==> config.mk <==
export PLATFORM = sky130hd
export DESIGN_NAME = page_window_slot_reserver_unit
export DESIGN_NICKNAME = d
export VERILOG_FILES = /design/src/pwsr_pkg.sv /design/src/page_window_slot_reserver_unit.sv /design/src/pwsr_ram.sv
export SDC_FILE = /design/constraint.sdc
export NUM_CORES = 1
export LEC_CHECK = 0
export ABC_AREA = 1
export BUFFER_PORTS_ARGS = -buffer_cell sky130_fd_sc_hd__clkbuf_2
export CAP_MARGIN = 20
export CORE_ASPECT_RATIO = 1.75
export CORE_MARGIN = 2
export CORE_UTILIZATION = 30
export DETAILED_ROUTE_END_ITERATION = 16
export SYNTH_ARGS = -nofsm -noshare
export SYNTH_HDL_FRONTEND = slang
export SYNTH_SLANG_ARGS = --single-unit
==> constraint.sdc <==
create_clock -name clock -period 7.85 [get_ports clock]
set_input_delay 0.785 -clock clock [delete_from_list [all_inputs] [get_ports clock]]
set_output_delay 0.785 -clock clock [all_outputs]
set_load 0.005 [all_outputs]
==> src/pwsr_pkg.sv <==
// Shared types and field widths for the page window slot reserver.
package pwsr_pkg;

   localparam int ADDR_W        = 64;
   localparam int SIZE_W        = 64;
   localparam int SLOT_FIELD_W  = 4;
   localparam int OFFSET_W      = 12;
   localparam int COUNT_FIELD_W = 5;

   typedef enum logic {
      OP_RESERVE = 1'b0,
      OP_CLEAR   = 1'b1
   } op_type;

   typedef struct packed {
      op_type              operation;
      logic [ADDR_W-1:0]   physical_address;
      logic [SIZE_W-1:0]   size_bytes;
   } req_type;

   typedef struct packed {
      logic                     success;
      logic [SLOT_FIELD_W-1:0]  head_slot;
      logic [OFFSET_W-1:0]      byte_offset;
      logic [SLOT_FIELD_W-1:0]  fresh_slot;
      logic [COUNT_FIELD_W-1:0] fresh_count;
   } rsp_type;

endpackage

==> src/page_window_slot_reserver_unit.sv <==
// Page window slot reserver: sequential run search over a slot RAM, top level.
// Sequence: clear goes straight to the response; reserve runs the checks (CHK1, CHK2), then
//   scan steps (run start tried, switch to prefix search, final decision), a RAM read and
//   compare per slot comparison, a write per slot written, then the response.
// Throughput: one request at a time; the next is taken once the response is taken.
// Reset: used count cleared, slot contents left undefined (no clearing pass).
module page_window_slot_reserver_unit #(
   parameter int SLOT_COUNT = 16,
   parameter int PAGE_BYTES = 4096
) (
   input  logic             clock,
   input  logic             reset,
   input  logic             req_valid,
   output logic             req_stall,
   input  pwsr_pkg::req_type req_data,
   output logic             rsp_valid,
   input  logic             rsp_stall,
   output pwsr_pkg::rsp_type rsp_data
);

   import pwsr_pkg::*;

   localparam int SW  = (SLOT_COUNT > 1) ? $clog2(SLOT_COUNT) : 1;
   localparam int CW  = $clog2(SLOT_COUNT + 1);
   localparam int OB  = $clog2(PAGE_BYTES);
   localparam int PNW = ADDR_W - OB;
   localparam logic [CW-1:0] SLOTS = CW'(SLOT_COUNT);

   typedef enum logic [7:0] {
      ST_IDLE  = 8'b00000001,
      ST_CHK1  = 8'b00000010,
      ST_CHK2  = 8'b00000100,
      ST_SCAN  = 8'b00001000,
      ST_RD    = 8'b00010000,
      ST_CMP   = 8'b00100000,
      ST_WRITE = 8'b01000000,
      ST_DONE  = 8'b10000000
   } state_type;

   state_type         state_ff, state_in;
   logic              prefix_ff, prefix_in;
   logic [ADDR_W-1:0] addr_ff, addr_in;
   logic [SIZE_W-1:0] size_ff, size_in;
   logic              bad_ff, bad_in;
   logic [SIZE_W-1:0] span_ff, span_in;
   logic [CW-1:0]     pages_ff, pages_in;
   logic [CW-1:0]     used_ff, used_in;
   logic [CW-1:0]     start_ff, start_in;
   logic [CW-1:0]     idx_ff, idx_in;
   logic [CW-1:0]     left_ff, left_in;
   logic [PNW-1:0]    exp_ff, exp_in;
   rsp_type           rsp_ff, rsp_in;
   logic              rsp_valid_ff, rsp_valid_in;

   logic [SIZE_W:0]   sum_end;
   logic [SIZE_W:0]   sum_span;
   logic [PNW:0]      count;
   logic [CW-1:0]     run_len;
   logic [CW-1:0]     room;
   logic [CW-1:0]     missing;
   logic [PNW-1:0]    base;
   logic [OFFSET_W-1:0] offset;
   logic              ram_we;
   logic [SW-1:0]     ram_wr_addr;
   logic [SW-1:0]     ram_rd_addr;
   logic [PNW-1:0]    ram_rd_data;

   pwsr_ram #(
      .WIDTH (PNW),
      .DEPTH (SLOT_COUNT)
   ) u_slot_ram (
      .clock   (clock),
      .wr_en   (ram_we),
      .wr_addr (ram_wr_addr),
      .wr_data (exp_ff),
      .rd_addr (ram_rd_addr),
      .rd_data (ram_rd_data)
   );

   always_comb begin
      state_in     = state_ff;
      prefix_in    = prefix_ff;
      addr_in      = addr_ff;
      size_in      = size_ff;
      bad_in       = bad_ff;
      span_in      = span_ff;
      pages_in     = pages_ff;
      used_in      = used_ff;
      start_in     = start_ff;
      idx_in       = idx_ff;
      left_in      = left_ff;
      exp_in       = exp_ff;
      rsp_in       = rsp_ff;
      rsp_valid_in = rsp_valid_ff;
      ram_we       = 1'b0;

      sum_end     = {1'b0, addr_ff} + {1'b0, size_ff};
      sum_span    = {1'b0, size_ff} + (SIZE_W + 1)'(addr_ff[OB-1:0]);
      count       = (PNW + 1)'(span_ff[SIZE_W-1:OB]) + (PNW + 1)'(|span_ff[OB-1:0]);
      run_len     = prefix_ff ? used_ff - start_ff : pages_ff;
      room        = SLOTS - used_ff;
      missing     = pages_ff - run_len;
      base        = addr_ff[ADDR_W-1:OB];
      offset      = OFFSET_W'(addr_ff[OB-1:0]);
      ram_wr_addr = SW'(used_ff);
      ram_rd_addr = SW'(start_ff + idx_ff);

      unique case (state_ff)
         ST_IDLE: begin
            if (req_valid) begin
               addr_in = req_data.physical_address;
               size_in = req_data.size_bytes;
               if (req_data.operation == OP_CLEAR) begin
                  used_in        = '0;
                  rsp_in         = '0;
                  rsp_in.success = 1'b1;
                  rsp_valid_in   = 1'b1;
                  state_in       = ST_DONE;
               end else begin
                  state_in = ST_CHK1;
               end
            end
         end
         ST_CHK1: begin
            bad_in   = (size_ff == '0) || (sum_end[SIZE_W] && (sum_end[SIZE_W-1:0] != '0))
                       || sum_span[SIZE_W];
            span_in  = sum_span[SIZE_W-1:0];
            state_in = ST_CHK2;
         end
         ST_CHK2: begin
            if (bad_ff || (count > (PNW + 1)'(SLOT_COUNT))) begin
               rsp_in       = '0;
               rsp_valid_in = 1'b1;
               state_in     = ST_DONE;
            end else begin
               pages_in  = CW'(count);
               prefix_in = 1'b0;
               start_in  = '0;
               idx_in    = '0;
               exp_in    = base;
               state_in  = ST_SCAN;
            end
         end
         ST_SCAN: begin
            if (!prefix_ff) begin
               if (({1'b0, start_ff} + {1'b0, pages_ff}) <= {1'b0, used_ff}) begin
                  state_in = ST_RD;
               end else begin
                  prefix_in = 1'b1;
                  start_in  = (used_ff >= pages_ff) ? used_ff - pages_ff + 1'b1 : '0;
               end
            end else if (start_ff < used_ff) begin
               state_in = ST_RD;
            end else if (pages_ff > room) begin
               rsp_in       = '0;
               rsp_valid_in = 1'b1;
               state_in     = ST_DONE;
            end else begin
               // whole sequence appended after the used slots
               rsp_in.success     = 1'b1;
               rsp_in.head_slot   = SLOT_FIELD_W'(used_ff);
               rsp_in.byte_offset = offset;
               rsp_in.fresh_slot  = SLOT_FIELD_W'(used_ff);
               rsp_in.fresh_count = COUNT_FIELD_W'(pages_ff);
               left_in            = pages_ff;
               exp_in             = base;
               state_in           = ST_WRITE;
            end
         end
         ST_RD: begin
            state_in = ST_CMP;
         end
         ST_CMP: begin
            if (ram_rd_data != exp_ff) begin
               start_in = start_ff + 1'b1;
               idx_in   = '0;
               exp_in   = base;
               state_in = ST_SCAN;
            end else if ((idx_ff + 1'b1) == run_len) begin
               if (!prefix_ff) begin
                  rsp_in             = '0;
                  rsp_in.success     = 1'b1;
                  rsp_in.head_slot   = SLOT_FIELD_W'(start_ff);
                  rsp_in.byte_offset = offset;
                  rsp_valid_in       = 1'b1;
                  state_in           = ST_DONE;
               end else if (missing > room) begin
                  rsp_in       = '0;
                  rsp_valid_in = 1'b1;
                  state_in     = ST_DONE;
               end else begin
                  rsp_in.success     = 1'b1;
                  rsp_in.head_slot   = SLOT_FIELD_W'(start_ff);
                  rsp_in.byte_offset = offset;
                  rsp_in.fresh_slot  = SLOT_FIELD_W'(used_ff);
                  rsp_in.fresh_count = COUNT_FIELD_W'(missing);
                  left_in            = missing;
                  exp_in             = exp_ff + 1'b1;
                  state_in           = ST_WRITE;
               end
            end else begin
               idx_in   = idx_ff + 1'b1;
               exp_in   = exp_ff + 1'b1;
               state_in = ST_RD;
            end
         end
         ST_WRITE: begin
            ram_we  = 1'b1;
            used_in = used_ff + 1'b1;
            exp_in  = exp_ff + 1'b1;
            left_in = left_ff - 1'b1;
            if (left_ff == CW'(1)) begin
               rsp_valid_in = 1'b1;
               state_in     = ST_DONE;
            end
         end
         ST_DONE: begin
            if (!rsp_stall) begin
               rsp_valid_in = 1'b0;
               state_in     = ST_IDLE;
            end
         end
         default: begin
            state_in = ST_IDLE;
         end
      endcase
   end

   always_ff @(posedge clock) begin
      if (reset) begin
         state_ff     <= ST_IDLE;
         used_ff      <= '0;
         rsp_valid_ff <= 1'b0;
      end else begin
         state_ff     <= state_in;
         used_ff      <= used_in;
         rsp_valid_ff <= rsp_valid_in;
      end
   end

   always_ff @(posedge clock) begin
      prefix_ff <= prefix_in;
      addr_ff   <= addr_in;
      size_ff   <= size_in;
      bad_ff    <= bad_in;
      span_ff   <= span_in;
      pages_ff  <= pages_in;
      start_ff  <= start_in;
      idx_ff    <= idx_in;
      left_ff   <= left_in;
      exp_ff    <= exp_in;
      rsp_ff    <= rsp_in;
   end

   assign req_stall = (state_ff != ST_IDLE);
   assign rsp_valid = rsp_valid_ff;
   assign rsp_data  = rsp_ff;

   a_used_bound: assert property (@(posedge clock) disable iff (reset)
      used_ff <= SLOTS)
      else $error("used count beyond slot count");

   a_write_room: assert property (@(posedge clock) disable iff (reset)
      (state_ff == ST_WRITE) |-> (used_ff < SLOTS))
      else $error("slot write past end of window");

   a_valid_done: assert property (@(posedge clock) disable iff (reset)
      rsp_valid_ff == (state_ff == ST_DONE))
      else $error("response valid out of step with sequencer");

   a_accept_busy: assert property (@(posedge clock) disable iff (reset)
      (req_valid && !req_stall) |=> (state_ff != ST_IDLE))
      else $error("request accepted but sequencer idle");

   a_reject_zero: assert property (@(posedge clock) disable iff (reset)
      (rsp_valid && !rsp_data.success) |-> (rsp_data == '0))
      else $error("rejected request with non-zero fields");

endmodule

==> src/pwsr_ram.sv <==
// Generic single write port, single registered read port RAM.
module pwsr_ram #(
   parameter int WIDTH = 52,
   parameter int DEPTH = 16,
   localparam int AW = (DEPTH > 1) ? $clog2(DEPTH) : 1
) (
   input  logic             clock,
   input  logic             wr_en,
   input  logic [AW-1:0]    wr_addr,
   input  logic [WIDTH-1:0] wr_data,
   input  logic [AW-1:0]    rd_addr,
   output logic [WIDTH-1:0] rd_data
);

   logic [WIDTH-1:0] mem_ff [DEPTH];
   logic [WIDTH-1:0] rd_data_ff;

   always_ff @(posedge clock) begin
      if (wr_en) begin
         mem_ff[wr_addr] <= wr_data;
      end
      rd_data_ff <= mem_ff[rd_addr];
   end

   assign rd_data = rd_data_ff;

endmodule

==> flow_metrics.tcl <==
set metrics [dict create \
    dr.first_iter.drc_count 2973 \
    synth_area_leaders "edfxtp_1 (59%), nand2_1 (7.3%), inv_1 (5.1%)" \
    status "completed" \
    ys_warn_count 0 \
    core_area_sq_um 191000 \
    die_w_microns 335 \
    required_ps 8200 \
    p_per_area_nw_per_um2 222 \
    path_max_fanout 52 \
    routedWlPerCell_microns 22.7 \
    dp_hpwl_microns 133000 \
    clkLatencyLatePin_ps 740 \
    synth_seq_cells 1190 \
    max_clock_freq_mhz 189 \
    setup_tns_ps 0 \
    startpoint_type "flip-flop" \
    syn_nets 5790 \
    slew_viol_final 0 \
    ctsHtreeMaxLevel 3 \
    synth_edf_count 1124 \
    grt_overflow_total 0 \
    dieArea_sq_um 196000 \
    min_path_type "in -> reg" \
    clockBufferDepth 3 \
    r2r_setup_slack_ps 2550 \
    critical_path_class "reg -> reg" \
    synth.largest_area_cell "edfxtp_1" \
    gp_congestion 1.05 \
    p_leak_nw 25.1 \
    min_period_ps 5300 \
    yosysSeqAreaShare_pct 60.9 \
    die_y_microns 584 \
    grt_usage_pct 18.8 \
    rr_worst_depth 26 \
    cts_hold_buffers 0 \
    place_area_sq_um 61800 \
    firstDrtPassIters 6 \
    slew_headroom_pct 22.2 \
    post-route-period-util_pct 67.5 \
    reg2reg_from "used_ff[0]" \
    pin_count 161 \
    clkTransAtPathRegs_ps 70 \
    synthArstFlopShare_pct 0 \
    r2r_end "exp_ff[36]" \
    yosysMostFrequentCell "nand2_1" \
    crit_arrival_ps 5640 \
    drc_errors 0 \
    hold-path-cell-count 1 \
    clock_power_share_pct 36.1 \
    cts.sinks 1190 \
    clock_skew_ps 58.0 \
    p_comb_share_pct 12.9 \
    syn_to_final_growth_pct 13.1 \
    grt_setup_unrepaired "no" \
    fill_cells 18900 \
    critPathCaptureType "flip-flop" \
    synth_flop_cell "edfxtp_1" \
    initial_core_util_pct 30.2 \
    vias 41100 \
    final_area_sq_um 65200 \
    finalSetupViolCount 0 \
    whs_endpoint "size_ff[52]" \
    min_from "req_data[52]" \
    timing.max_cap.violations 0 \
    fin_nets 5979 \
    cts_resized 0 \
    antenna_found_initial 7 \
    synthCells 5534 \
    cts_tree "done" \
    swShare_pct 27.3 \
    post_cts_buffers 0 \
    synth_cell_types 54 \
    viasPerCell 4.96 \
    cts_buffers 98 \
    drtAntennaViolNets 0 \
    grt_first_pass_wirelength_microns 269000 \
    drive_above_1_share_pct 8.42 \
    power.internal_mw 10.5 \
    ir_drop_v 0.000220 \
    cts-root-buf "clkbuf_16" \
    rows 212 \
    syn_area_sq_um 57600 \
    yosys.area.top_type_share_pct 58.6 \
    worst_slew_pin_slew_ps 1170 \
    hold_viol_final 0 \
    p_sw_mw 3.95 \
    drt_wl_total_microns 188000 \
    syn_area_per_cell_sq_um 10.4 \
    hold_ws_ps 223 \
    port_buffers 160 \
    seqPwrFrac_pct 50.9 \
    first_global_vias 40900 \
    grt_start_max_net_pins 181 \
    synth_common_cells "nand2_1 (1126), edfxtp_1 (1124), inv_1 (779), o21ai_0 (396), nor2_1 (356)" \
]
-- power by group through the flow --
stage | registers [mW] | logic (mW) | clock network (mW)
3_5_place_dp | 7.50 | 1.85 | 0
3_3_place_gp | 7.50 | 1.85 | 0
5_1_grt | 7.36 | 2.04 | 5.52
6_report | 7.37 | 1.87 | 5.23
2_1_floorplan | 7.35 | 1.16 | 0
4_1_cts | 7.36 | 1.86 | 5.31
-- registers in the layout, indices dropped and copies added (netlist names), 8 cells and up --
register,flops
span_ff,64
rsp_data,26
u_slot_ram.mem_ff,832
state_ff,8
exp_ff,52
u_slot_ram.rd_data,52
size_ff,64
addr_ff,64
-- how the worst max path moves through the flow --
stage / startpoint / to / slack, ps
final: used_ff[0] / exp_ff[36] / 2550
after global routing: used_ff[0] / exp_ff[30] / 2080
after floorplan: state_ff[7] / bad_ff / 210
after CTS: used_ff[0] / exp_ff[27] / 2580
after global placement: used_ff[0] / exp_ff[26] / 2540
after detailed placement: used_ff[0] / exp_ff[32] / 2590
-- cells by family (layout without fill, tap and decap cells) --
group,count (synthesis),count (layout),synth area share (%)
xor gates and xnor gates,214,214,3.25
buffers and inverters,946,1221,6.25
and+or+nand+nor,1902,1902,14.2
DFF,1190,1190,60.9
muxes,208,208,3.61
adders and majority gates,123,123,2.76
AOI/OAI and AO/OA,951,951,9.06
other,0,6,0
-- placed cells by master (no fill, tap or decap), drive strengths merged, types with 3 or more instances in the layout --
cell    synthesis  routed
o221ai          6       6
nor2          377     377
mux2i         208     208
o31ai           3       3
o21ai         406     406
o21a            5       5
dfxtp          66      66
nand3         146     146
nor4           43      43
o32ai           5       5
ha            116     116
fa              7       7
o211ai        107     107
a31oi          54      54
clkbuf        114     289
nand4          70      70
nand2        1138    1138
clkinv          4      38
nor3b           4       4
inv           783     789
or2            11      11
nand3b         19      19
and2            4       4
a21oi         343     343
xor2          148     148
xnor2          66      66
nor3           86      86
o21bai         13      13
buf            45      88
bufinv          0      15
o22ai           7       7
edfxtp       1124    1124
diode           0       6
-- per-layer routing --
metal	vias up	track usage, %	routed length (microns)
li1	19300	-	-
met1	19900	19.3	65500
met2	1316	35.1	99300
met3	491	1.83	7680
met4	2	13.7	15300
met5	-	0	17
-- area by class of cell --
type | count | area (sq um) | area share, %
Sequential cell | 1190 | 35100 | 53.8
Multi-Input combinational cell | 3398 | 19200 | 29.4
Tap cell | 2461 | 3080 | 4.72
Inverter | 787 | 2960 | 4.54
Clock buffer | 129 | 2620 | 4.02
Timing Repair Buffer | 248 | 1510 | 2.31
Clock inverter | 57 | 778 | 1.19
Antenna cell | 6 | 15.0 | 0.0230
-- through the flow --
step	cells	power, mW	utilization [%]	setup WS (ps)
after floorplan	5534	8.51	-	207
after global placement	8083	9.35	32.4	2540
after detailed placement	8084	9.35	32.4	2590
after CTS	8270	14.5	34.2	2580
after global routing	8276	14.9	34.2	2080
final	8276	14.5	34.2	2550
-- worst max-delay path, stage by stage, from the launching register on --
cell      delay, ps
dfxtp_1         420
inv_1           220
ha_1            180
inv_1            70
fa_1            410
a21oi_1         140
o21ai_0          90
o21ai_0         150
inv_1            80
ha_1            360
nand2_1          70
o21ai_0         200
xor2_1          350
inv_1            80
ha_1            290
nand2_1          80
nor2_1           70
nand2_1          60
o211ai_1         90
nand2_1         100
nand2_1         120
inv_1           150
nor2_1           70
nand3_1         120
nand4_1         140
a21oi_4         140
buf_4           580
No activity file was read; power rests on OpenSTA's default activity.
